File: config.mk
export PLATFORM = sky130hd
export DESIGN_NAME = ddo_cordic
export DESIGN_NICKNAME = d
export VERILOG_FILES = /design/src/hdl/ddo_pkg.sv /design/src/hdl/ddo_cordic.sv
export SDC_FILE = /design/constraint.sdc
export NUM_CORES = 1
export LEC_CHECK = 0
export ABC_CLOCK_PERIOD_IN_PS = 6400
export BUFFER_PORTS_ARGS = -buffer_cell sky130_fd_sc_hd__buf_2
export CAP_MARGIN = 20
export CORE_ASPECT_RATIO = 1.75
export CORE_UTILIZATION = 40
export CTS_CLUSTER_DIAMETER = 150
export DETAILED_ROUTE_END_ITERATION = 7
export HOLD_SLACK_MARGIN = 0.12
export PLACE_DENSITY_LB_ADDON = 0.25
export SYNTH_ARGS = -nofsm -noshare
export SYNTH_HDL_FRONTEND = slang
export SYNTH_SLANG_ARGS = --single-unit
File: constraint.sdc
create_clock -name clock -period 6.4 [get_ports clock]
set_input_delay 0.96 -clock clock [delete_from_list [all_inputs] [get_ports clock]]
set_output_delay 0.96 -clock clock [all_outputs]
set_load 0.05 [all_outputs]
File: src/hdl/ddo_pkg.sv
// ----------------------------------------------------------------------------
// ddo_pkg
// Shared types, constants and helper functions of the differential-drive
// odometry block.
// ----------------------------------------------------------------------------
package ddo_pkg;

   localparam int COUNT_WIDTH = 32;
   localparam int ANGLE_WIDTH = 32;
   localparam int CNT_BITS    = (COUNT_WIDTH < 32) ? COUNT_WIDTH : 32;

   localparam logic [31:0] HEADING_MASK = 32'hFFFF_FFFF << (32 - ANGLE_WIDTH);

   localparam int CORDIC_STEPS = 30;
   localparam logic signed [33:0] CORDIC_GAIN = 34'sd652032874;
   localparam logic signed [33:0] ONE_Q30     = 34'sd1073741824;
   localparam logic [31:0] INV_TWO_PI_Q32 = 32'd683565276;
   localparam logic [31:0] US_PER_S       = 32'd1000000;

   localparam logic [31:0] DPC_RESET = 32'd1285212;
   localparam logic [24:0] SEP_RESET = 25'd32768;

   localparam int DIV_REM_W  = 40;
   localparam int DIV_QUOT_W = 47;
   localparam logic [5:0] DIV_STEPS_ROT = 6'd47;
   localparam logic [5:0] DIV_STEPS_VEL = 6'd31;

   typedef logic [1:0] csr_index_type;
   localparam csr_index_type CSR_DIST_PER_COUNT = 2'd0;
   localparam csr_index_type CSR_WHEEL_SEP      = 2'd1;

   typedef struct packed {
      logic signed [31:0] left_count;
      logic signed [31:0] right_count;
      logic [23:0]        elapsed_us;
   } req_type;

   typedef struct packed {
      logic signed [31:0] pos_x_out;
      logic signed [31:0] pos_y_out;
      logic [31:0]        heading_out;
      logic signed [31:0] quat_z;
      logic signed [31:0] quat_w;
      logic signed [31:0] linear_velocity;
      logic signed [31:0] angular_velocity;
   } rsp_type;

   typedef struct packed {
      logic [DIV_REM_W-1:0]  rem0;
      logic [DIV_QUOT_W-1:0] bits;
      logic [DIV_REM_W-1:0]  den;
      logic [5:0]            steps;
   } div_req_type;

   typedef enum logic [4:0] {
      ST_IDLE, ST_TL_MUL, ST_TL_ACC, ST_TR_ACC, ST_MEAN,
      ST_ROT_START, ST_ROT_WAIT, ST_BA_LO, ST_BA_HI, ST_BA_SUM,
      ST_POS_START, ST_POS_WAIT, ST_STEP_XM, ST_STEP_X, ST_STEP_Y,
      ST_HEAD, ST_QUAT_START, ST_QUAT_WAIT,
      ST_VL_LO, ST_VL_HI, ST_VL_START, ST_VL_WAIT,
      ST_VA_LO, ST_VA_HI, ST_VA_START, ST_VA_WAIT, ST_OUT
   } state_type;

   function automatic logic [29:0] atan_lookup(input logic [4:0] idx);
      logic [29:0] v;
      unique case (idx)
         5'd0:  v = 30'd536870912;
         5'd1:  v = 30'd316933406;
         5'd2:  v = 30'd167458907;
         5'd3:  v = 30'd85004756;
         5'd4:  v = 30'd42667331;
         5'd5:  v = 30'd21354465;
         5'd6:  v = 30'd10679838;
         5'd7:  v = 30'd5340245;
         5'd8:  v = 30'd2670163;
         5'd9:  v = 30'd1335087;
         5'd10: v = 30'd667544;
         5'd11: v = 30'd333772;
         5'd12: v = 30'd166886;
         5'd13: v = 30'd83443;
         5'd14: v = 30'd41722;
         5'd15: v = 30'd20861;
         5'd16: v = 30'd10430;
         5'd17: v = 30'd5215;
         5'd18: v = 30'd2608;
         5'd19: v = 30'd1304;
         5'd20: v = 30'd652;
         5'd21: v = 30'd326;
         5'd22: v = 30'd163;
         5'd23: v = 30'd81;
         5'd24: v = 30'd41;
         5'd25: v = 30'd20;
         5'd26: v = 30'd10;
         5'd27: v = 30'd5;
         5'd28: v = 30'd3;
         5'd29: v = 30'd1;
         default: v = 30'd0;
      endcase
      return v;
   endfunction

   function automatic logic signed [32:0] sext_count(input logic [31:0] raw);
      logic [CNT_BITS-1:0] low;
      low = raw[CNT_BITS-1:0];
      return {{(33 - CNT_BITS){low[CNT_BITS-1]}}, low};
   endfunction

   function automatic logic signed [31:0] sat32(input logic signed [34:0] v);
      logic signed [31:0] r;
      if (v > 35'sd2147483647)
         r = 32'sh7FFF_FFFF;
      else if (v < -35'sd2147483648)
         r = 32'sh8000_0000;
      else
         r = v[31:0];
      return r;
   endfunction

   // magnitude is at most 2^31
   function automatic logic signed [31:0] signed_vel(input logic [31:0] mag, input logic neg);
      logic [31:0] r;
      if (neg)
         r = 32'd0 - mag;
      else if (mag[31])
         r = 32'h7FFF_FFFF;
      else
         r = mag;
      return $signed(r);
   endfunction

endpackage

File: src/hdl/ddo_cordic.sv
// ----------------------------------------------------------------------------
// ddo_cordic
// Iterative rotation-mode CORDIC on a 32-bit binary angle: quadrant fold,
// one micro-rotation per cycle, clamp to unit range, quadrant restore.
// ----------------------------------------------------------------------------
module ddo_cordic (
   input  logic               clock,
   input  logic               reset,
   input  logic               start,
   input  logic [31:0]        angle,
   output logic               done,
   output logic signed [31:0] cos_out,
   output logic signed [31:0] sin_out
);
   import ddo_pkg::*;

   logic               busy_ff;
   logic               done_ff;
   logic [4:0]         step_ff;
   logic [1:0]         quad_ff;
   logic signed [33:0] x_ff;
   logic signed [33:0] y_ff;
   logic signed [33:0] z_ff;
   logic signed [33:0] xs;
   logic signed [33:0] ys;
   logic signed [33:0] atan_ext;
   logic [31:0]        biased;
   logic [31:0]        folded;
   logic signed [33:0] xc;
   logic signed [33:0] yc;
   logic signed [31:0] xo;
   logic signed [31:0] yo;

   function automatic logic signed [33:0] clamp_unit(input logic signed [33:0] v);
      logic signed [33:0] r;
      if (v > ONE_Q30)
         r = ONE_Q30;
      else if (v < -ONE_Q30)
         r = -ONE_Q30;
      else
         r = v;
      return r;
   endfunction

   assign biased   = angle + 32'h2000_0000;
   assign folded   = angle - {biased[31:30], 30'd0};
   assign xs       = x_ff >>> step_ff;
   assign ys       = y_ff >>> step_ff;
   assign atan_ext = $signed({4'd0, atan_lookup(step_ff)});

   always_ff @(posedge clock) begin
      if (reset) begin
         busy_ff <= 1'b0;
         done_ff <= 1'b0;
      end else begin
         done_ff <= 1'b0;
         if (start) begin
            busy_ff <= 1'b1;
         end else if (busy_ff && step_ff == 5'(CORDIC_STEPS - 1)) begin
            busy_ff <= 1'b0;
            done_ff <= 1'b1;
         end
      end
   end

   always_ff @(posedge clock) begin
      if (start) begin
         quad_ff <= biased[31:30];
         x_ff    <= CORDIC_GAIN;
         y_ff    <= '0;
         z_ff    <= $signed({{2{folded[31]}}, folded});
         step_ff <= '0;
      end else if (busy_ff) begin
         if (!z_ff[33]) begin
            x_ff <= x_ff - ys;
            y_ff <= y_ff + xs;
            z_ff <= z_ff - atan_ext;
         end else begin
            x_ff <= x_ff + ys;
            y_ff <= y_ff - xs;
            z_ff <= z_ff + atan_ext;
         end
         step_ff <= step_ff + 5'd1;
      end
   end

   assign xc = clamp_unit(x_ff);
   assign yc = clamp_unit(y_ff);
   assign xo = xc[31:0];
   assign yo = yc[31:0];

   always_comb begin
      unique case (quad_ff)
         2'd0: begin
            cos_out = xo;
            sin_out = yo;
         end
         2'd1: begin
            cos_out = -yo;
            sin_out = xo;
         end
         2'd2: begin
            cos_out = -xo;
            sin_out = -yo;
         end
         default: begin
            cos_out = yo;
            sin_out = -xo;
         end
      endcase
   end

   assign done = done_ff;

endmodule

# Word-level counts from Yosys, hierarchy flattened
# Memory sizes are Yosys's and may differ from the RTL's. A register that Yosys moved wholly into a read port is not among the register bits.
# Index checks and enable logic that the tools add are counted.
# W data, S select, Z words.
dict set report op_classes {
  add_sub_neg 11
  n_lt_le_gt_ge 4
  n_eq_ne 3
  shifts 2
  mux 16
  reduce_logical 5
}
# cell count
set op_table {}
lappend op_table {{$pmux W32 S3} 2}
lappend op_table {{$mux W34} 5}
lappend op_table {{$mux W32} 4}
lappend op_table {{$add A34 B34 Y34} 2}
lappend op_table {{$gt A34 B32 Y1 const B} 2}
lappend op_table {{$lt A34 B31 Y1 const B} 2}
lappend op_table {{$sshr A34 B5 Y34} 2}
lappend op_table {{$sub A34 B34 Y34} 2}
lappend op_table {{$neg A32 Y32} 2}
lappend op_table {{$add A34 B31 Y34} 1}
lappend op_table {{$sub A34 B31 Y34} 1}
lappend op_table {{$add A32 B30 Y32 const B} 1}
lappend op_table {{$sub A32 B32 Y32} 1}
lappend op_table {{$mux W5} 2}
lappend op_table {{$add A5 B1 Y5 const B} 1}
lappend op_table {{$eq A5 B5 Y1 const B} 1}
lappend op_table {{$reduce_bool A2 Y1} 2}
lappend op_table {{$mux W1} 3}
lappend op_table {{$eq A2 B1 Y1 const B} 1}
lappend op_table {{$eq A2 B2 Y1 const B} 1}
lappend op_table {{$logic_not A2 Y1} 1}
lappend op_table {{$reduce_or A2 Y1} 1}
lappend op_table {{$logic_and A1 B1 Y1} 1}
dict set report word_totals {
  regBits 111
  romBits 960
  input_bits 35
  output_inout_bits 65
  elab_cells 49
  memories 1
}
# name depth width rd rd_ports_with_merged_regs wr line
set mem_list {}
lappend mem_list {{(name not given)} 32 30 1 1 0 ddo_pkg.sv:66} ;# unique case (idx)

# Logic depth before layout (Yosys ltp)
dict set report logic_depth {
  ltp_word 5
  mapped_depth 28
  depth_no_buf 24
}

# Least setup slack after synthesis
# Ideal clock, no wire load.
dict set report synth_path {
  kind {flip-flop to output port}
  start {reg x_ff[16]}
  end {out cos_out[10]}
  t_arrival_ns 4.953
  t_required_ns 5.440
  setup_slack_ns 0.487
  path_stages_with_launch 18
  n_path_buf 5
  path_cell_list {dfxtp_1 clkbuf_1 or4_1 nor4_2 nand2_1 o41a_1 o41ai_4 buf_2 buf_2 buf_2 nand2_1 ha_1 clkbuf_1 nand2_1 o21ai_0 a21oi_1 o21ai_0 a221oi_1}
}
dict set report synth_between {
  elab_chain_cells 5
  word_cells_on_any_way 6
  cone_classes {1 x add/sub; 2 x order compare; 3 x mux}
}
# item line
set synth_lines {}
lappend synth_lines {{start: declaration} ddo_cordic.sv:21} ;# logic signed [33:0] x_ff;
lappend synth_lines {{start signal: assignment} ddo_cordic.sv:75} ;# x_ff <= x_ff - ys;
lappend synth_lines {{start signal: assignment} ddo_cordic.sv:79} ;# x_ff <= x_ff + ys;
lappend synth_lines {{$lt A34 B31 Y1} ddo_cordic.sv:38} ;# else if (v < -ONE_Q30)
lappend synth_lines {{$mux W32} ddo_cordic.sv:38}
lappend synth_lines {{$mux W32 *} ddo_cordic.sv:36} ;# if (v > ONE_Q30)
lappend synth_lines {{$neg A32 Y32} ddo_cordic.sv:103} ;# cos_out = -xo;
lappend synth_lines {{$pmux W32 S3 *} ddo_cordic.sv:93} ;# unique case (quad_ff)
lappend synth_lines {{end: declaration} ddo_cordic.sv:12} ;# output logic signed [31:0] cos_out,
# Every way passes the cells marked *; elsewhere a longest branch is shown, timed or not.

# Worst setup path in the final report
dict set report layout_path {
  start {reg y_ff[14]}
  end {out sin_out[30]}
}
dict set report layout_between {
  elab_chain_cells 5
  word_cells_on_any_way 6
  cone_classes {1 x add/sub; 2 x order compare; 3 x mux}
}
# item line
set layout_lines {}
lappend layout_lines {{start: declaration} ddo_cordic.sv:22} ;# logic signed [33:0] y_ff;
lappend layout_lines {{start signal: assignment} ddo_cordic.sv:76} ;# y_ff <= y_ff + xs;
lappend layout_lines {{start signal: assignment} ddo_cordic.sv:80} ;# y_ff <= y_ff - xs;
lappend layout_lines {{$lt A34 B31 Y1} ddo_cordic.sv:38}
lappend layout_lines {{$mux W32} ddo_cordic.sv:38}
lappend layout_lines {{$mux W32 *} ddo_cordic.sv:36}
lappend layout_lines {{$neg A32 Y32} ddo_cordic.sv:104} ;# sin_out = -yo;
lappend layout_lines {{$pmux W32 S3 *} ddo_cordic.sv:93}
lappend layout_lines {{end: declaration} ddo_cordic.sv:13} ;# output logic signed [31:0] sin_out
# Marked as above.

==> summary.md <==
| Metric | Value |
|---|---|
| Initial core utilization | 40.7% |
| Total GRT Usage | around 36% |
| Reg2Reg Setup Slack | 0.31 ns |
| Setup TNS | 0 ns |
| Worst Path Max Fanout | 9 |
| First-pass GRT wire length | 143000 um |
| DRC errors left | 0 |
| Final nets | approximately 3000 |
| Post-Syn Area | around 21000 um2 |
| Minimum clock period | 6.26 ns |
| Root buf cell | clkbuf_16 |
| Area Growth Syn to Fin | 13.2% |
| Placed cells | approximately 3500 |
| YS warnings | 0 |
| FMAX | 0.160 GHz |
| Post-DP HPWL | about 74000 um |
| HP Start | x_ff[0] |
| Seq/Total Area, Yosys | between 10% and 20% |
| Wire per inst | 27.6 um |
| Top-Level Pins | 100 |
| Initial drt markers | 2023 |
| RSZ-0062 raised after global routing | no |
| First drt pass iteration count | 6 |
| Sink Count | 141 |
| Mean area per synthesized cell | 7.69 um2 |
| Core area | approximately 52000 um2 |
| Hold worst-path end | x_ff[0] |
| Hold-fix buffers, CTS | 0 |
| Outcome | completed |
| Num rows | 110 |
| Via Count | around 23000 |
| Synth Register Bits | 141 |
| Worst clock skew | 0.0220 ns |
| Worst Hold Class | flop to flop |
| Port Buffers | 99 |
| Deepest clock path buffer count | 2 |
| Rel. slew slack | 23.1% |
| RR Endpoint | y_ff[33] |
| Kind of critical path | flop to output port |
| Die Footprint | ~53000 um2 |
| Die H | a little over 300 um |
| Worst reg-to-reg path cell count | 21 |
| EDFF count, synth | 36 |
| Synth Instances | 2729 |
| # setup viols final | 0 |
| Vias in the first global route | about 23000 |
| Critical Path AT | about 5.3 ns |
| Final cycle utilization of the critical path | a little over nine tenths |
| Worst r2r src | step_ff[0] |
| Async SR Flop Fraction | 0% |
| Via/cell ratio | between 6 and 7 |
| Reg clk slew, reported paths | 0.07 ns |
| Pins over their slew limit | 0 |
| CTS buffer count | 17 |
| Final Hold Fails | 0 |
| Clk Latency, worst-skew pair | ~0.47 ns |
| Final cell count without fillers | 3515 |
| Critical path endpoint category | output port |
| Crit path required time | around 5.4 ns |
| Yosys cell types | 100 |
| Crit start category | flop |
| GPL Wtd Cong | approximately 1.0 |
| Initial antenna violation count | 5 |
| Max-cap violations | 0 |
| Global route overflow | 0 |
| Layout cells sized above 1 | 18.7% |
| Antenna Nets Post-Route | 0 |
| WHS Path Cells | 2 |
| CTS tree | done |
| Largest net degree at the start of global routing | roughly 100 |
| Layout fillers | around 5200 |
| Routed wire length | about 97000 um |
| CTS H-tree lvls | 4 |
| Slew of the pin with the lowest slew margin | approximately 1.1 ns |
| Primary FF master, synth | dfxtp_1 |
| Syn Nets | between 2000 and 3000 |
| Die X | ~180 um |
## cell type report
class                           count  area [um2]  share of cell area [%]
Antenna cell                        5        12.5                  0.0527
Timing Repair Buffer              310        2190                    9.23
Clock buffer                       24         534                    2.25
Sequential cell                   141        3200                    13.5
Multi-Input combinational cell   2298       16600                    69.8
Clock inverter                      8         171                   0.722
Inverter                           57         214                   0.901
Tap cell                          672         841                    3.54
## sequential cells by signal (all words and copies together), names as in the netlist
name and cells:
quad_ff 2, x_ff 34, z_ff 34, atan_ext 30
step_ff 5, busy_ff 1, done 1, y_ff 34
## cell families (layout without fill, tap and decap cells)
group | after synthesis | in the layout | synth area share (%)
AND/OR/NAND/NOR | 904 | 904 | 20.5
AO/OA/AOI/OAI | 860 | 860 | 26.6
buffers and inverters | 290 | 399 | 6.14
multiplexers | 230 | 230 | 16.7
XOR/XNOR | 186 | 186 | 7.76
flip-flops | 141 | 141 | 15.2
adder cells (fa/ha/maj) | 118 | 118 | 7.14
other | 0 | 5 | 0
## synth_stat cells, drive strengths merged, types with 23 or more instances
| cell | count | share of area, % |
|---|---|---|
| nor3 | 68 | 1.7 |
| a21oi | 250 | 6.0 |
| a21o | 65 | 2.3 |
| nor2b | 28 | 0.83 |
| o211ai | 29 | 1.1 |
| mux2 | 45 | 2.5 |
| nor2 | 279 | 5.0 |
| and3 | 34 | 1.0 |
| nand2 | 268 | 4.8 |
| mux2i | 100 | 5.0 |
| inv | 54 | 0.97 |
| o21a | 24 | 0.86 |
| nand2b | 39 | 1.2 |
| mux4 | 85 | 9.2 |
| xnor2 | 91 | 3.8 |
| a211oi | 37 | 1.3 |
| nor4 | 23 | 0.88 |
| o22ai | 30 | 0.89 |
| buf | 75 | 2.3 |
| a31oi | 54 | 1.6 |
| clkbuf | 158 | 2.8 |
| o31ai | 25 | 0.89 |
| edfxtp | 36 | 5.2 |
| dfxtp | 105 | 10 |
| ha | 115 | 6.9 |
| xor2 | 95 | 4.0 |
| nand3 | 60 | 1.5 |
| o21ai | 165 | 3.9 |
## per-stage QoR
| stage | worst slack, ns | utilization (%) | hold slack (ns) | instance area (um2) |
|---|---|---|---|---|
| 6_report | 0.141 | 46.0 | 0.666 | 23700 |
| 5_1_grt | 0.0140 | 46.0 | 0.683 | 23700 |
| 4_1_cts | 0.0781 | 45.7 | 0.664 | 23600 |
| 3_5_place_dp | 0.180 | 44.3 | 0.658 | 22900 |
| 3_3_place_gp | 0.273 | 44.3 | 0.626 | 22900 |
| 2_1_floorplan | 0.487 | - | 0.516 | 21000 |
## repair_timing
action                     in CTS  in global routing
setup endpoints to repair       4                 26
pin swaps                       0                  1
buffers inserted                0                  9
resized for setup               1                 24
cloned                          0                  0
## worst max-delay path by stage
stage / end / startpoint / slack, ns
final: sin_out[30] / y_ff[14] / 0.14
after global routing: y_ff[33] / step_ff[1] / 0.01
after CTS: cos_out[26] / x_ff[15] / 0.08
after detailed placement: x_ff[33] / step_ff[2] / 0.18
after global placement: x_ff[33] / step_ff[2] / 0.27
after floorplan: cos_out[10] / x_ff[16] / 0.49
## cell usage in the layout (no fill, tap or decap), types with 16 or more instances in the layout
cell type	count
nor2_1	275
nand2_1	268
a21oi_1	247
buf_4	200
o21ai_0	163
ha_1	113
dfxtp_1	98
buf_2	98
xor2_1	95
mux2i_1	92
xnor2_1	91
mux4_2	82
nor3_1	65
a21o_1	65
nand3_1	58
inv_1	54
a31oi_1	54
mux2_2	41
nand2b_1	39
edfxtp_1	36
a211oi_1	35
and3_1	34
o22ai_1	30
nor2b_1	28
o211ai_1	27
o31ai_1	25
o21a_1	24
a311oi_1	22
a211o_1	19
and2_1	19
clkbuf_16	19
nor4_1	18
nand4_1	16
## per-layer routing
layer	wire, um	global-route usage (%)	vias up	part of all wire, %
met4	11200	35.5	2	12
met5	11	0	-	0.011
met2	47400	62.6	1186	49
met3	6470	7.51	447	6.7
met1	31800	34.8	11084	33
li1	-	-	10410	-
## worst max-delay path: stages, from the launching register on
cell	delay [ns]
dfxtp_1	0.83
buf_4	0.27
or4_1	0.21
nor4_2	0.06
buf_4	0.15
nand2_1	0.15
o41ai_1	0.11
buf_4	0.17
nand2_1	0.05
nand2_1	0.07
nand2_1	0.27
ha_2	0.49
nand2_1	0.14
nor3_1	0.16
nor3b_2	0.26
a21o_1	0.26
nor2_1	0.08
mux4_2	0.47
or3_1	0.39
buf_2	0.24
Power is left out: the tool's default activity adds up to more than one toggle a clock period on the data nets, which glitch-free logic cannot reach.
