==> src/hdl/ddo_pkg.sv <==
// ----------------------------------------------------------------------------
// ddo_pkg
// Shared types, constants and helper functions of the differential-drive
// odometry block.
// ----------------------------------------------------------------------------
package ddo_pkg;

   localparam int COUNT_WIDTH = 32;
   localparam int ANGLE_WIDTH = 32;
   localparam int CNT_BITS    = (COUNT_WIDTH < 32) ? COUNT_WIDTH : 32;

   localparam logic [31:0] HEADING_MASK = 32'hFFFF_FFFF << (32 - ANGLE_WIDTH);

   localparam int CORDIC_STEPS = 30;
   localparam logic signed [33:0] CORDIC_GAIN = 34'sd652032874;
   localparam logic signed [33:0] ONE_Q30     = 34'sd1073741824;
   localparam logic [31:0] INV_TWO_PI_Q32 = 32'd683565276;
   localparam logic [31:0] US_PER_S       = 32'd1000000;

   localparam logic [31:0] DPC_RESET = 32'd1285212;
   localparam logic [24:0] SEP_RESET = 25'd32768;

   localparam int DIV_REM_W  = 40;
   localparam int DIV_QUOT_W = 47;
   localparam logic [5:0] DIV_STEPS_ROT = 6'd47;
   localparam logic [5:0] DIV_STEPS_VEL = 6'd31;

   typedef logic [1:0] csr_index_type;
   localparam csr_index_type CSR_DIST_PER_COUNT = 2'd0;
   localparam csr_index_type CSR_WHEEL_SEP      = 2'd1;

   typedef struct packed {
      logic signed [31:0] left_count;
      logic signed [31:0] right_count;
      logic [23:0]        elapsed_us;
   } req_type;

   typedef struct packed {
      logic signed [31:0] pos_x_out;
      logic signed [31:0] pos_y_out;
      logic [31:0]        heading_out;
      logic signed [31:0] quat_z;
      logic signed [31:0] quat_w;
      logic signed [31:0] linear_velocity;
      logic signed [31:0] angular_velocity;
   } rsp_type;

   typedef struct packed {
      logic [DIV_REM_W-1:0]  rem0;
      logic [DIV_QUOT_W-1:0] bits;
      logic [DIV_REM_W-1:0]  den;
      logic [5:0]            steps;
   } div_req_type;

   typedef enum logic [4:0] {
      ST_IDLE, ST_TL_MUL, ST_TL_ACC, ST_TR_ACC, ST_MEAN,
      ST_ROT_START, ST_ROT_WAIT, ST_BA_LO, ST_BA_HI, ST_BA_SUM,
      ST_POS_START, ST_POS_WAIT, ST_STEP_XM, ST_STEP_X, ST_STEP_Y,
      ST_HEAD, ST_QUAT_START, ST_QUAT_WAIT,
      ST_VL_LO, ST_VL_HI, ST_VL_START, ST_VL_WAIT,
      ST_VA_LO, ST_VA_HI, ST_VA_START, ST_VA_WAIT, ST_OUT
   } state_type;

   function automatic logic [29:0] atan_lookup(input logic [4:0] idx);
      logic [29:0] v;
      unique case (idx)
         5'd0:  v = 30'd536870912;
         5'd1:  v = 30'd316933406;
         5'd2:  v = 30'd167458907;
         5'd3:  v = 30'd85004756;
         5'd4:  v = 30'd42667331;
         5'd5:  v = 30'd21354465;
         5'd6:  v = 30'd10679838;
         5'd7:  v = 30'd5340245;
         5'd8:  v = 30'd2670163;
         5'd9:  v = 30'd1335087;
         5'd10: v = 30'd667544;
         5'd11: v = 30'd333772;
         5'd12: v = 30'd166886;
         5'd13: v = 30'd83443;
         5'd14: v = 30'd41722;
         5'd15: v = 30'd20861;
         5'd16: v = 30'd10430;
         5'd17: v = 30'd5215;
         5'd18: v = 30'd2608;
         5'd19: v = 30'd1304;
         5'd20: v = 30'd652;
         5'd21: v = 30'd326;
         5'd22: v = 30'd163;
         5'd23: v = 30'd81;
         5'd24: v = 30'd41;
         5'd25: v = 30'd20;
         5'd26: v = 30'd10;
         5'd27: v = 30'd5;
         5'd28: v = 30'd3;
         5'd29: v = 30'd1;
         default: v = 30'd0;
      endcase
      return v;
   endfunction

   function automatic logic signed [32:0] sext_count(input logic [31:0] raw);
      logic [CNT_BITS-1:0] low;
      low = raw[CNT_BITS-1:0];
      return {{(33 - CNT_BITS){low[CNT_BITS-1]}}, low};
   endfunction

   function automatic logic signed [31:0] sat32(input logic signed [34:0] v);
      logic signed [31:0] r;
      if (v > 35'sd2147483647)
         r = 32'sh7FFF_FFFF;
      else if (v < -35'sd2147483648)
         r = 32'sh8000_0000;
      else
         r = v[31:0];
      return r;
   endfunction

   // magnitude is at most 2^31
   function automatic logic signed [31:0] signed_vel(input logic [31:0] mag, input logic neg);
      logic [31:0] r;
      if (neg)
         r = 32'd0 - mag;
      else if (mag[31])
         r = 32'h7FFF_FFFF;
      else
         r = mag;
      return $signed(r);
   endfunction

endpackage

==> src/hdl/ddo_div.sv <==
// ----------------------------------------------------------------------------
// ddo_div
// Restoring divider, one quotient bit per cycle. The caller supplies the
// upper part of the dividend as the initial remainder; sat flags that the
// quotient would not fit in the requested number of bits.
// ----------------------------------------------------------------------------
module ddo_div (
   input  logic                       clock,
   input  logic                       reset,
   input  logic                       start,
   input  ddo_pkg::div_req_type       req,
   output logic                       done,
   output logic                       sat,
   output logic [ddo_pkg::DIV_QUOT_W-1:0] quot
);
   import ddo_pkg::*;

   logic                  busy_ff;
   logic                  done_ff;
   logic                  sat_ff;
   logic [5:0]            cnt_ff;
   logic [DIV_REM_W-1:0]  rem_ff;
   logic [DIV_REM_W-1:0]  den_ff;
   logic [DIV_QUOT_W-1:0] bits_ff;
   logic [DIV_QUOT_W-1:0] quot_ff;
   logic [DIV_REM_W:0]    shifted;
   logic [DIV_REM_W+1:0]  trial;

   assign shifted = {rem_ff, bits_ff[DIV_QUOT_W-1]};
   assign trial   = {1'b0, shifted} - {2'b00, den_ff};

   always_ff @(posedge clock) begin
      if (reset) begin
         busy_ff <= 1'b0;
         done_ff <= 1'b0;
      end else begin
         done_ff <= 1'b0;
         if (start) begin
            busy_ff <= 1'b1;
         end else if (busy_ff && cnt_ff == 6'd1) begin
            busy_ff <= 1'b0;
            done_ff <= 1'b1;
         end
      end
   end

   always_ff @(posedge clock) begin
      if (start) begin
         rem_ff  <= req.rem0;
         bits_ff <= req.bits;
         den_ff  <= req.den;
         cnt_ff  <= req.steps;
         quot_ff <= '0;
         sat_ff  <= (req.rem0 >= req.den);
      end else if (busy_ff) begin
         if (!trial[DIV_REM_W+1])
            rem_ff <= trial[DIV_REM_W-1:0];
         else
            rem_ff <= shifted[DIV_REM_W-1:0];
         quot_ff <= {quot_ff[DIV_QUOT_W-2:0], ~trial[DIV_REM_W+1]};
         bits_ff <= {bits_ff[DIV_QUOT_W-2:0], 1'b0};
         cnt_ff  <= cnt_ff - 6'd1;
      end
   end

   assign done = done_ff;
   assign sat  = sat_ff;
   assign quot = quot_ff;

endmodule

==> config.mk <==
export PLATFORM = sky130hd
export DESIGN_NAME = ddo_div
export DESIGN_NICKNAME = d
export VERILOG_FILES = /design/src/hdl/ddo_pkg.sv /design/src/hdl/ddo_div.sv
export SDC_FILE = /design/constraint.sdc
export NUM_CORES = 1
export LEC_CHECK = 0
export BUFFER_PORTS_ARGS = -buffer_cell sky130_fd_sc_hd__buf_2
export CAP_MARGIN = 20
export CORE_MARGIN = 2
export CORE_UTILIZATION = 55
export DETAILED_ROUTE_END_ITERATION = 8
export PLACE_DENSITY_LB_ADDON = 0.1
export REMOVE_ABC_BUFFERS = 1
export SLEW_MARGIN = 0
export SYNTH_ARGS = -nofsm -noshare
export SYNTH_HDL_FRONTEND = slang
export SYNTH_SLANG_ARGS = --single-unit
==> constraint.sdc <==
create_clock -name clock -period 3.4 [get_ports clock]
set_clock_uncertainty 0.05 [all_clocks]
set_input_delay 0.17 -clock clock [delete_from_list [all_inputs] [get_ports clock]]
set_output_delay 0.17 -clock clock [all_outputs]
set_load 0.005 [all_outputs]
======== Word level (Yosys, flattened, before mapping) ========
Index checks and enable logic that the tools add are counted.
storage, ports and cells
  bits in registers ....................... 183
  bits in latches ......................... 0
  memory bits (writable) .................. 0
  ROM bits ................................ 0
  input port bits ......................... 136
  output and inout bits ................... 49
  logic and storage cells ................. 27
  memories ................................ 0
operators by class
  add/subtract/negate cells ............... 2
  $mul .................................... 0
  divide/modulo/power cells ............... 0
  $lt $le $gt $ge ......................... 1
  equality and inequality tests ........... 1
  shift-type cells ........................ 0
  muxes and demuxes ....................... 10
  bitwise gates (word level) .............. 1
  reductions and logical operators ........ 4
operator list
  kind                 number
  $mux 40              3
  $mux 47              2
  $sub 41x40->42       1
  $ge 40x40->1         1
  $mux 6               2
  $eq 6x1->1 const B   1
  $sub 6x1->6 const B  1
  $reduce_bool 2->1    2
  $mux 1               3
  $reduce_or 2->1      1
  $logic_and 1x1->1    1
  $not 1->1            1

======== Longest topological paths before layout ========
Gate-level depths: netlist of run 1.
  depth after elaboration ................. 4
  gate-level depth with buffers ........... 14

======== Worst setup path before layout of run 1 ========
No wires, ideal clock.
  path kind ............................... reg2reg
  from .................................... register den_ff[0]
  to ...................................... register rem_ff[32], data pin
  setup time .............................. 261 ps
  data arrival time ....................... 2499 ps
  setup slack ............................. 590 ps
  stages on the path, launching flop included .. 13
  buffers on the path ..................... 0
  period minus slack after synthesis ...... 2810 ps
  path through ............................ edfxtp_1 ha_1 fa_1 nand2b_1 a21oi_1 o2111ai_2 o21ai_1 and2_1 a21o_1 a21o_1 a21oi_1 xnor2_1 a221o_1
between the ends
  longest elaborated chain between the ends .. 4
RTL lines
  item                      RTL line       RTL
  start: declaration        ddo_div.sv:23  logic [DIV_REM_W-1:0] den_ff;
  start signal: assignment  ddo_div.sv:51  den_ff <= req.den;
  $sub 41x40->42            ddo_div.sv:30  assign trial = {1'b0, shifted} - {2'b00, den_ff};
  $mux 40                   ddo_div.sv:56  if (!trial[DIV_REM_W+1])
  $mux 40                   ddo_div.sv:55  end else if (busy_ff) begin
  $mux 40                   ddo_div.sv:48  if (start) begin
  end signal: assignment    ddo_div.sv:49  rem_ff <= req.rem0;
  end signal: assignment    ddo_div.sv:57  rem_ff <= trial[DIV_REM_W-1:0];
  end signal: assignment    ddo_div.sv:59  rem_ff <= shifted[DIV_REM_W-1:0];
  end: declaration          ddo_div.sv:22  logic [DIV_REM_W-1:0] rem_ff;
No other way between the ends. The select of a mux whose other input is x is not followed.
A chain may end at the register's enable or synchronous reset.

======== Worst setup path in the final report of run 1 ========
  from .................................... register rem_ff[11]
  to ...................................... register rem_ff[37], data pin
between the ends
  longest elaborated chain between the ends .. 4
RTL lines
  item            RTL line
  $sub 41x40->42  ddo_div.sv:30
  $mux 40         ddo_div.sv:56
  $mux 40         ddo_div.sv:55
  $mux 40         ddo_div.sv:48
No other way between the ends. The select of a mux whose other input is x is not followed.

==> results.json, run 1 <==
{
  "async_reset_ff_frac": 0,
  "maxCapViolCount": 0,
  "start_util": 0.5657,
  "die_width_um": 143.2,
  "worstMarginPinSlew_ns": 0.8174,
  "crit_end": "rem_ff[37]",
  "clockBufferDepth": 2,
  "hpwl_um": 16520,
  "status": "finished, final reports clean",
  "cts_buffers": 17,
  "clkLatencyLatePin_ns": 0.44,
  "initialDrtViolationCount": 460,
  "setup_tns_ns": 0,
  "viasPerCell": 5.524,
  "numPortBuffers": 184,
  "vias": 8502,
  "design.core.area_um2": 18830,
  "fmax_mhz": 307.1,
  "crit_fanout": 6,
  "ant_nets": 0,
  "slew_headroom": 0.4410,
  "drt_wl_total_um": 25350,
  "min_path_cells": 2,
  "cp.required_ns": 3.65,
  "globalplace.congestion": 0.8558,
  "syn_inst": 982,
  "hold_class": "in -> reg",
  "cts_tree": "built",
  "syn_to_final_growth_pct": 27.52,
  "path_class": "reg -> reg",
  "routedWlPerCell_um": 16.47,
  "final_cell_mix": "buf_2 (183), edfxtp_1 (134), dlygate4sd3_1 (108)",
  "htree_levels": 4,
  "setup_viol": 0,
  "critPathLaunch": "rem_ff[11]",
  "clkSlewWorstSetupHoldPaths_ns": 0.07,
  "drt_first_pass_iters": 5,
  "yosys_most_used_dff": "edfxtp_1",
  "fin_nets": 1482,
  "antenna_found_initial": 2,
  "cp-start-kind": "flip-flop",
  "final.setup.worst_slack_ns": 0.1435,
  "drive_gt1_frac": 0.2406,
  "power.total_mw": 7.382,
  "rows": 50,
  "grt_max_degree": 117,
  "avgSynthCellArea_um2": 10.85,
  "p_leak_nw": 5.956,
  "endpoint_kind": "flip-flop",
  "rsz0062_at_grt": "false",
  "reg2reg_depth": 10,
  "die-area_um2": 20500,
  "gr-total-overflow": 0,
  "period_needed_ns": 3.257,
  "grt_pass1_vias": 8568,
  "arrival_ns": 3.51,
  "finalHoldViolations": 0,
  "ys_seq_elements": 183,
  "grt_pass1_wl_um": 41060,
  "synth_cell_types": 71,
  "final_common_cell": "buf_2",
  "synth_area_um2": 10650,
  "period_share": 0.9578,
  "drc": 0,
  "peakVddDrop_uv": 372.4,
  "synth_edf_count": 134,
  "yosysWarningCount": 0,
  "cts_sinks": 183,
  "pre_cts_slack_ns": 0.2494,
  "p_per_area_nw_per_um2": 543.4,
  "r2r_start": "rem_ff[11]",
  "slew_violations": 0,
  "track_usage": 0.2521,
  "pin_count": 185,
  "ys_seq_area_frac": 0.4698,
  "clockRootBuffer": "clkbuf_16",
  "die_height_um": 143.2,
  "reg2reg_slack_ns": 0.14,
  "rr_endpoint": "rem_ff[37]"
}
## sequential cells by signal, summed over array words and instances (netlist names)
signal / flops
sat: 1
rem_ff: 40
busy_ff: 1
quot: 47
done: 1
den_ff: 40
cnt_ff: 6
bits_ff: 47
## report_power, final
group	switching, mW	internal, mW	leakage [nW]
Clock	1.03	1.01	0.300
Sequential	0.125	2.73	1.74
Combinational	1.39	1.10	3.92
Total	2.54	4.84	5.96
## worst min path at each step
stage / endpoint / slack (ns) / from
final: rem_ff[39] / 0.02 / req[132]
after global routing: rem_ff[39] / 0.0006 / req[132]
after CTS: rem_ff[25] / 0.003 / req[118]
after detailed placement: busy_ff / 0.29 / reset
after global placement: busy_ff / 0.29 / reset
after floorplan: busy_ff / 0.19 / reset
## synth_stat cells, drive strengths merged, types with 4 or more instances
master | n | area [um^2]
a211oi | 7 | 57.55
a21o | 20 | 150.1
a21oi | 55 | 275.3
a221o | 5 | 50.05
a221oi | 5 | 62.56
a31oi | 4 | 25.02
and2 | 5 | 35.04
and3 | 4 | 25.02
and4b | 4 | 40.04
buf | 23 | 118.9
clkbuf | 22 | 83.83
dfxtp | 49 | 980.9
edfxtp | 134 | 4024
ha | 82 | 1026
inv | 90 | 337.8
mux2 | 46 | 518.0
mux2i | 47 | 470.5
nand2 | 67 | 251.5
nand2b | 19 | 118.9
nand3 | 10 | 60.06
nand4 | 14 | 87.58
nand4b | 28 | 245.2
nor2 | 75 | 284.0
nor2b | 13 | 81.33
nor3 | 4 | 20.02
nor4 | 4 | 25.02
o211ai | 4 | 35.03
o21ai | 36 | 183.9
o21bai | 8 | 60.06
o311ai | 28 | 290.3
xnor2 | 23 | 201.4
xor2 | 15 | 131.4
## kinds of logic after synthesis
kind of cell             after synthesis  share of synthesized area
AND/OR/NAND/NOR                      255                     0.1251
flip-flops                           183                     0.4698
buffers and inverters                135                    0.05074
adder cells (fa/ha/maj)               83                    0.09819
multiplexers                          93                    0.09279
XOR/XNOR                              38                    0.03124
AO/OA/AOI/OAI                        195                     0.1321
## per-layer routing
layer	part of all wire	GRT usage	vias up
met5	0	0	-
met4	0.012	0.06253	0
met3	0.065	0.07009	25
met2	0.49	0.4316	254
met1	0.44	0.3162	4043
li1	-	-	4180
## timing repair
item,4_1_cts,5_1_grt
resized for setup,0,4
setup buffers,0,0
setup endpoints to repair,0,2
hold buffers,108,0
endpoints found under the hold margin,109,0
## through the flow
stage                     std cells  hold slack, ns    util  area (um^2)
after global routing           1537       0.0005557  0.7211        13580
final                          1539         0.01802  0.7214        13580
after floorplan                 937          0.1924       -        10450
after detailed placement       1396          0.2874  0.6299        11860
after global placement         1396          0.2886  0.6299        11860
after CTS                      1536        0.003146  0.7201        13560
## worst max-delay path, cell delays in order (launching register included)
cell	delay [ns]
edfxtp_1	0.41
ha_1	0.43
nand4_1	0.24
o21a_1	0.24
a31o_2	0.24
nand3_2	0.09
nand3_2	0.08
o31ai_2	0.12
o221ai_2	0.21
a2111oi_0	0.79
o31a_1	0.22
## final cells by class
class / instances / area (um^2)
Fill cell: 1374 / 5246
Multi-Input combinational cell: 664 / 5130
Sequential cell: 183 / 5006
Timing Repair Buffer: 307 / 2161
Clock buffer: 17 / 425.4
Inverter: 90 / 337.8
Tap cell: 260 / 325.3
Clock inverter: 15 / 191.4
Antenna cell: 3 / 7.507
No activity file was read; power rests on OpenSTA's default activity.
==> run 2: changes to the inputs <==
Settings changed: ABC_AREA from default to 1, CORE_ASPECT_RATIO from default to 1.1.
==> results.json, run 2 <==
{
  "min_path_cells": 3,
  "cts_resized": 0,
  "grt_pass1_wl_um": 52640,
  "track_usage": 0.2966,
  "synth_edf_count": 134,
  "rr_endpoint": "rem_ff[22]",
  "crit_fanout": 14,
  "r2r_start": "rem_ff[15]",
  "final.setup.worst_slack_ns": 0.6024,
  "multi_input_area_um2": 5318,
  "final_common_cell": "nand2_1",
  "cts_tree": "built",
  "drt_first_pass_iters": 5,
  "start_util": 0.5561,
  "final_cell_mix": "nand2_1 (580), inv_1 (330), buf_2 (183)",
  "htree_levels": 4,
  "grt_max_degree": 85,
  "maxCapViolCount": 0,
  "hold_class": "in -> reg",
  "worstMarginPinSlew_ns": 0.9324,
  "numPortBuffers": 184,
  "syn_inst": 1618,
  "setup_viol": 0,
  "hpwl_um": 23360,
  "clockBufferDepth": 2,
  "seqCellArea_um2": 5005,
  "min_from": "req[3]",
  "yosys_most_used_dff": "edfxtp_1",
  "yosysWarningCount": 0,
  "rows": 56,
  "cp-start-kind": "flip-flop",
  "ys_seq_area_frac": 0.4253,
  "clkLatencyLatePin_ns": 0.44,
  "cp.required_ns": 3.53,
  "peakVddDrop_uv": 325.2,
  "pre_cts_slack_ns": 0.6674,
  "ys_seq_elements": 183,
  "die_width_um": 143.5,
  "fillers": 1804,
  "slowest_stage": "edfxtp_1",
  "crit_buf_inv": 1,
  "path_class": "reg -> reg",
  "slew_violations": 0,
  "p_leak_nw": 7.743,
  "critPathMaxStageDelay_ns": 0.50,
  "endpoint_kind": "flip-flop",
  "drc": 0,
  "routedWlPerCell_um": 14.89,
  "finalHoldViolations": 0,
  "vias": 11240,
  "cts_sinks": 183,
  "path_common_cell": "nand2_1",
  "avgSynthCellArea_um2": 7.273,
  "drt_wl_total_um": 33070,
  "reg2reg_slack_ns": 0.60,
  "gr-total-overflow": 0,
  "p_per_area_nw_per_um2": 500.6,
  "grt_pass1_vias": 10993,
  "fmax_mhz": 357.4,
  "synth_area_leaders": "edfxtp_1 (34%), nand2_1 (19%), inv_1 (11%)",
  "globalplace.congestion": 0.9902,
  "initialDrtViolationCount": 621,
  "cts_hold_buffers": 129,
  "viasPerCell": 5.061,
  "syn_to_final_growth_pct": 26.24,
  "async_reset_ff_frac": 0,
  "pin_count": 185,
  "arrival_ns": 2.93,
  "synth_area_um2": 11770,
  "diodes": 0,
  "drive_gt1_frac": 0.1248,
  "synth_cell_types": 34,
  "clockRootBuffer": "clkbuf_16",
  "synth_top_area_frac": 0.3419,
  "period_needed_ns": 2.798,
  "synthTopCellsByCount": "nand2_1 (580), inv_1 (330), edfxtp_1 (134)",
  "design.core.area_um2": 21160,
  "holdPathEnd": "cnt_ff[3]",
  "status": "finished, final reports clean",
  "fin_nets": 2137,
  "post_cts_buffers": 0,
  "die_height_um": 157.4,
  "die-area_um2": 22580,
  "slew_headroom": 0.3775,
  "period_share": 0.8228,
  "ant_nets": 0,
  "reg2reg_depth": 13,
  "setup_tns_ns": 0,
  "synth_most_common_cell": "nand2_1",
  "synth_top_cell_by_area": "edfxtp_1",
  "rsz0062_at_grt": "false",
  "critPathTopFamily": "simple AND/OR/NAND/NOR gates",
  "antenna_found_initial": 0,
  "cts_buffers": 17,
  "clkSlewWorstSetupHoldPaths_ns": 0.08,
  "path_cells": "ha_1, nand2_1, nor2_1, nand2_1, nand2_1, nand2_1, nand2_1, nand2_1, nand3_2, buf_4, nand3_1, nand3_1, nand2_1"
}
==> run 2: final cells by class <==
cell class,count,area share
clock inverter,15,0.01095
clock buffer,17,0.02864
tap,290,0.02443
multi-input combinational,1058,0.3580
sequential,183,0.3369
timing repair buffer,325,0.1568
inverter,333,0.08431
==> run 2: how the worst max path moves through the flow <==
stage | to | cells after the start | from | slack [ns]
after floorplan | bits_ff[0] | 2 | busy_ff | 0.02
after global placement | rem_ff[28] | 11 | rem_ff[15] | 0.67
after detailed placement | rem_ff[28] | 11 | rem_ff[15] | 0.67
after CTS | rem_ff[28] | 11 | rem_ff[15] | 0.62
after global routing | rem_ff[22] | 13 | rem_ff[15] | 0.38
final | rem_ff[22] | 13 | rem_ff[15] | 0.60
==> run 2: metal layers <==
layer,share of wire,track usage,vias up
li1,-,-,5719
met1,0.43,0.3655,5142
met2,0.49,0.5249,335
met3,0.056,0.05963,44
met4,0.018,0.08590,0
met5,0,0,-
==> run 2: kinds of logic after synthesis <==
logic type	after synthesis	share of synthesized area
buf+inv	377	0.1228
fa+ha+maj	83	0.08889
flops	183	0.4253
simple gates	819	0.2834
xor+xnor	17	0.01265
compound gates	139	0.06699
==> run 2: stage by stage <==
stage / area, um^2 / power [mW] / hold slack [ns] / utilization / std cells
floorplan: 11570 / 4.582 / 0.1924 / - / 1574
global placement: 12980 / 5.274 / 0.3017 / 0.6132 / 2060
detailed placement: 12980 / 5.309 / 0.3014 / 0.6132 / 2060
CTS: 14860 / 7.430 / 0.002606 / 0.7020 / 2221
global route: 14860 / 7.924 / 0.0005678 / 0.7020 / 2221
finish: 14860 / 7.437 / 0.01289 / 0.7020 / 2221
==> run 2: power by group <==
group          switching [mW]  internal, mW  total, mW
Clock                    1.03         0.989       2.02
Combinational            1.65         0.979       2.63
Sequential              0.107          2.68       2.79
==> run 2: worst reg2reg max path, cell delays in order (launching register included) <==
cell	delay, ns
edfxtp_1	0.50
ha_1	0.45
nand2_1	0.13
nor2_1	0.21
nand2_1	0.08
nand2_1	0.09
nand2_1	0.07
nand2_1	0.09
nand2_1	0.09
nand3_2	0.26
buf_4	0.27
nand3_1	0.11
nand3_1	0.08
nand2_1	0.06
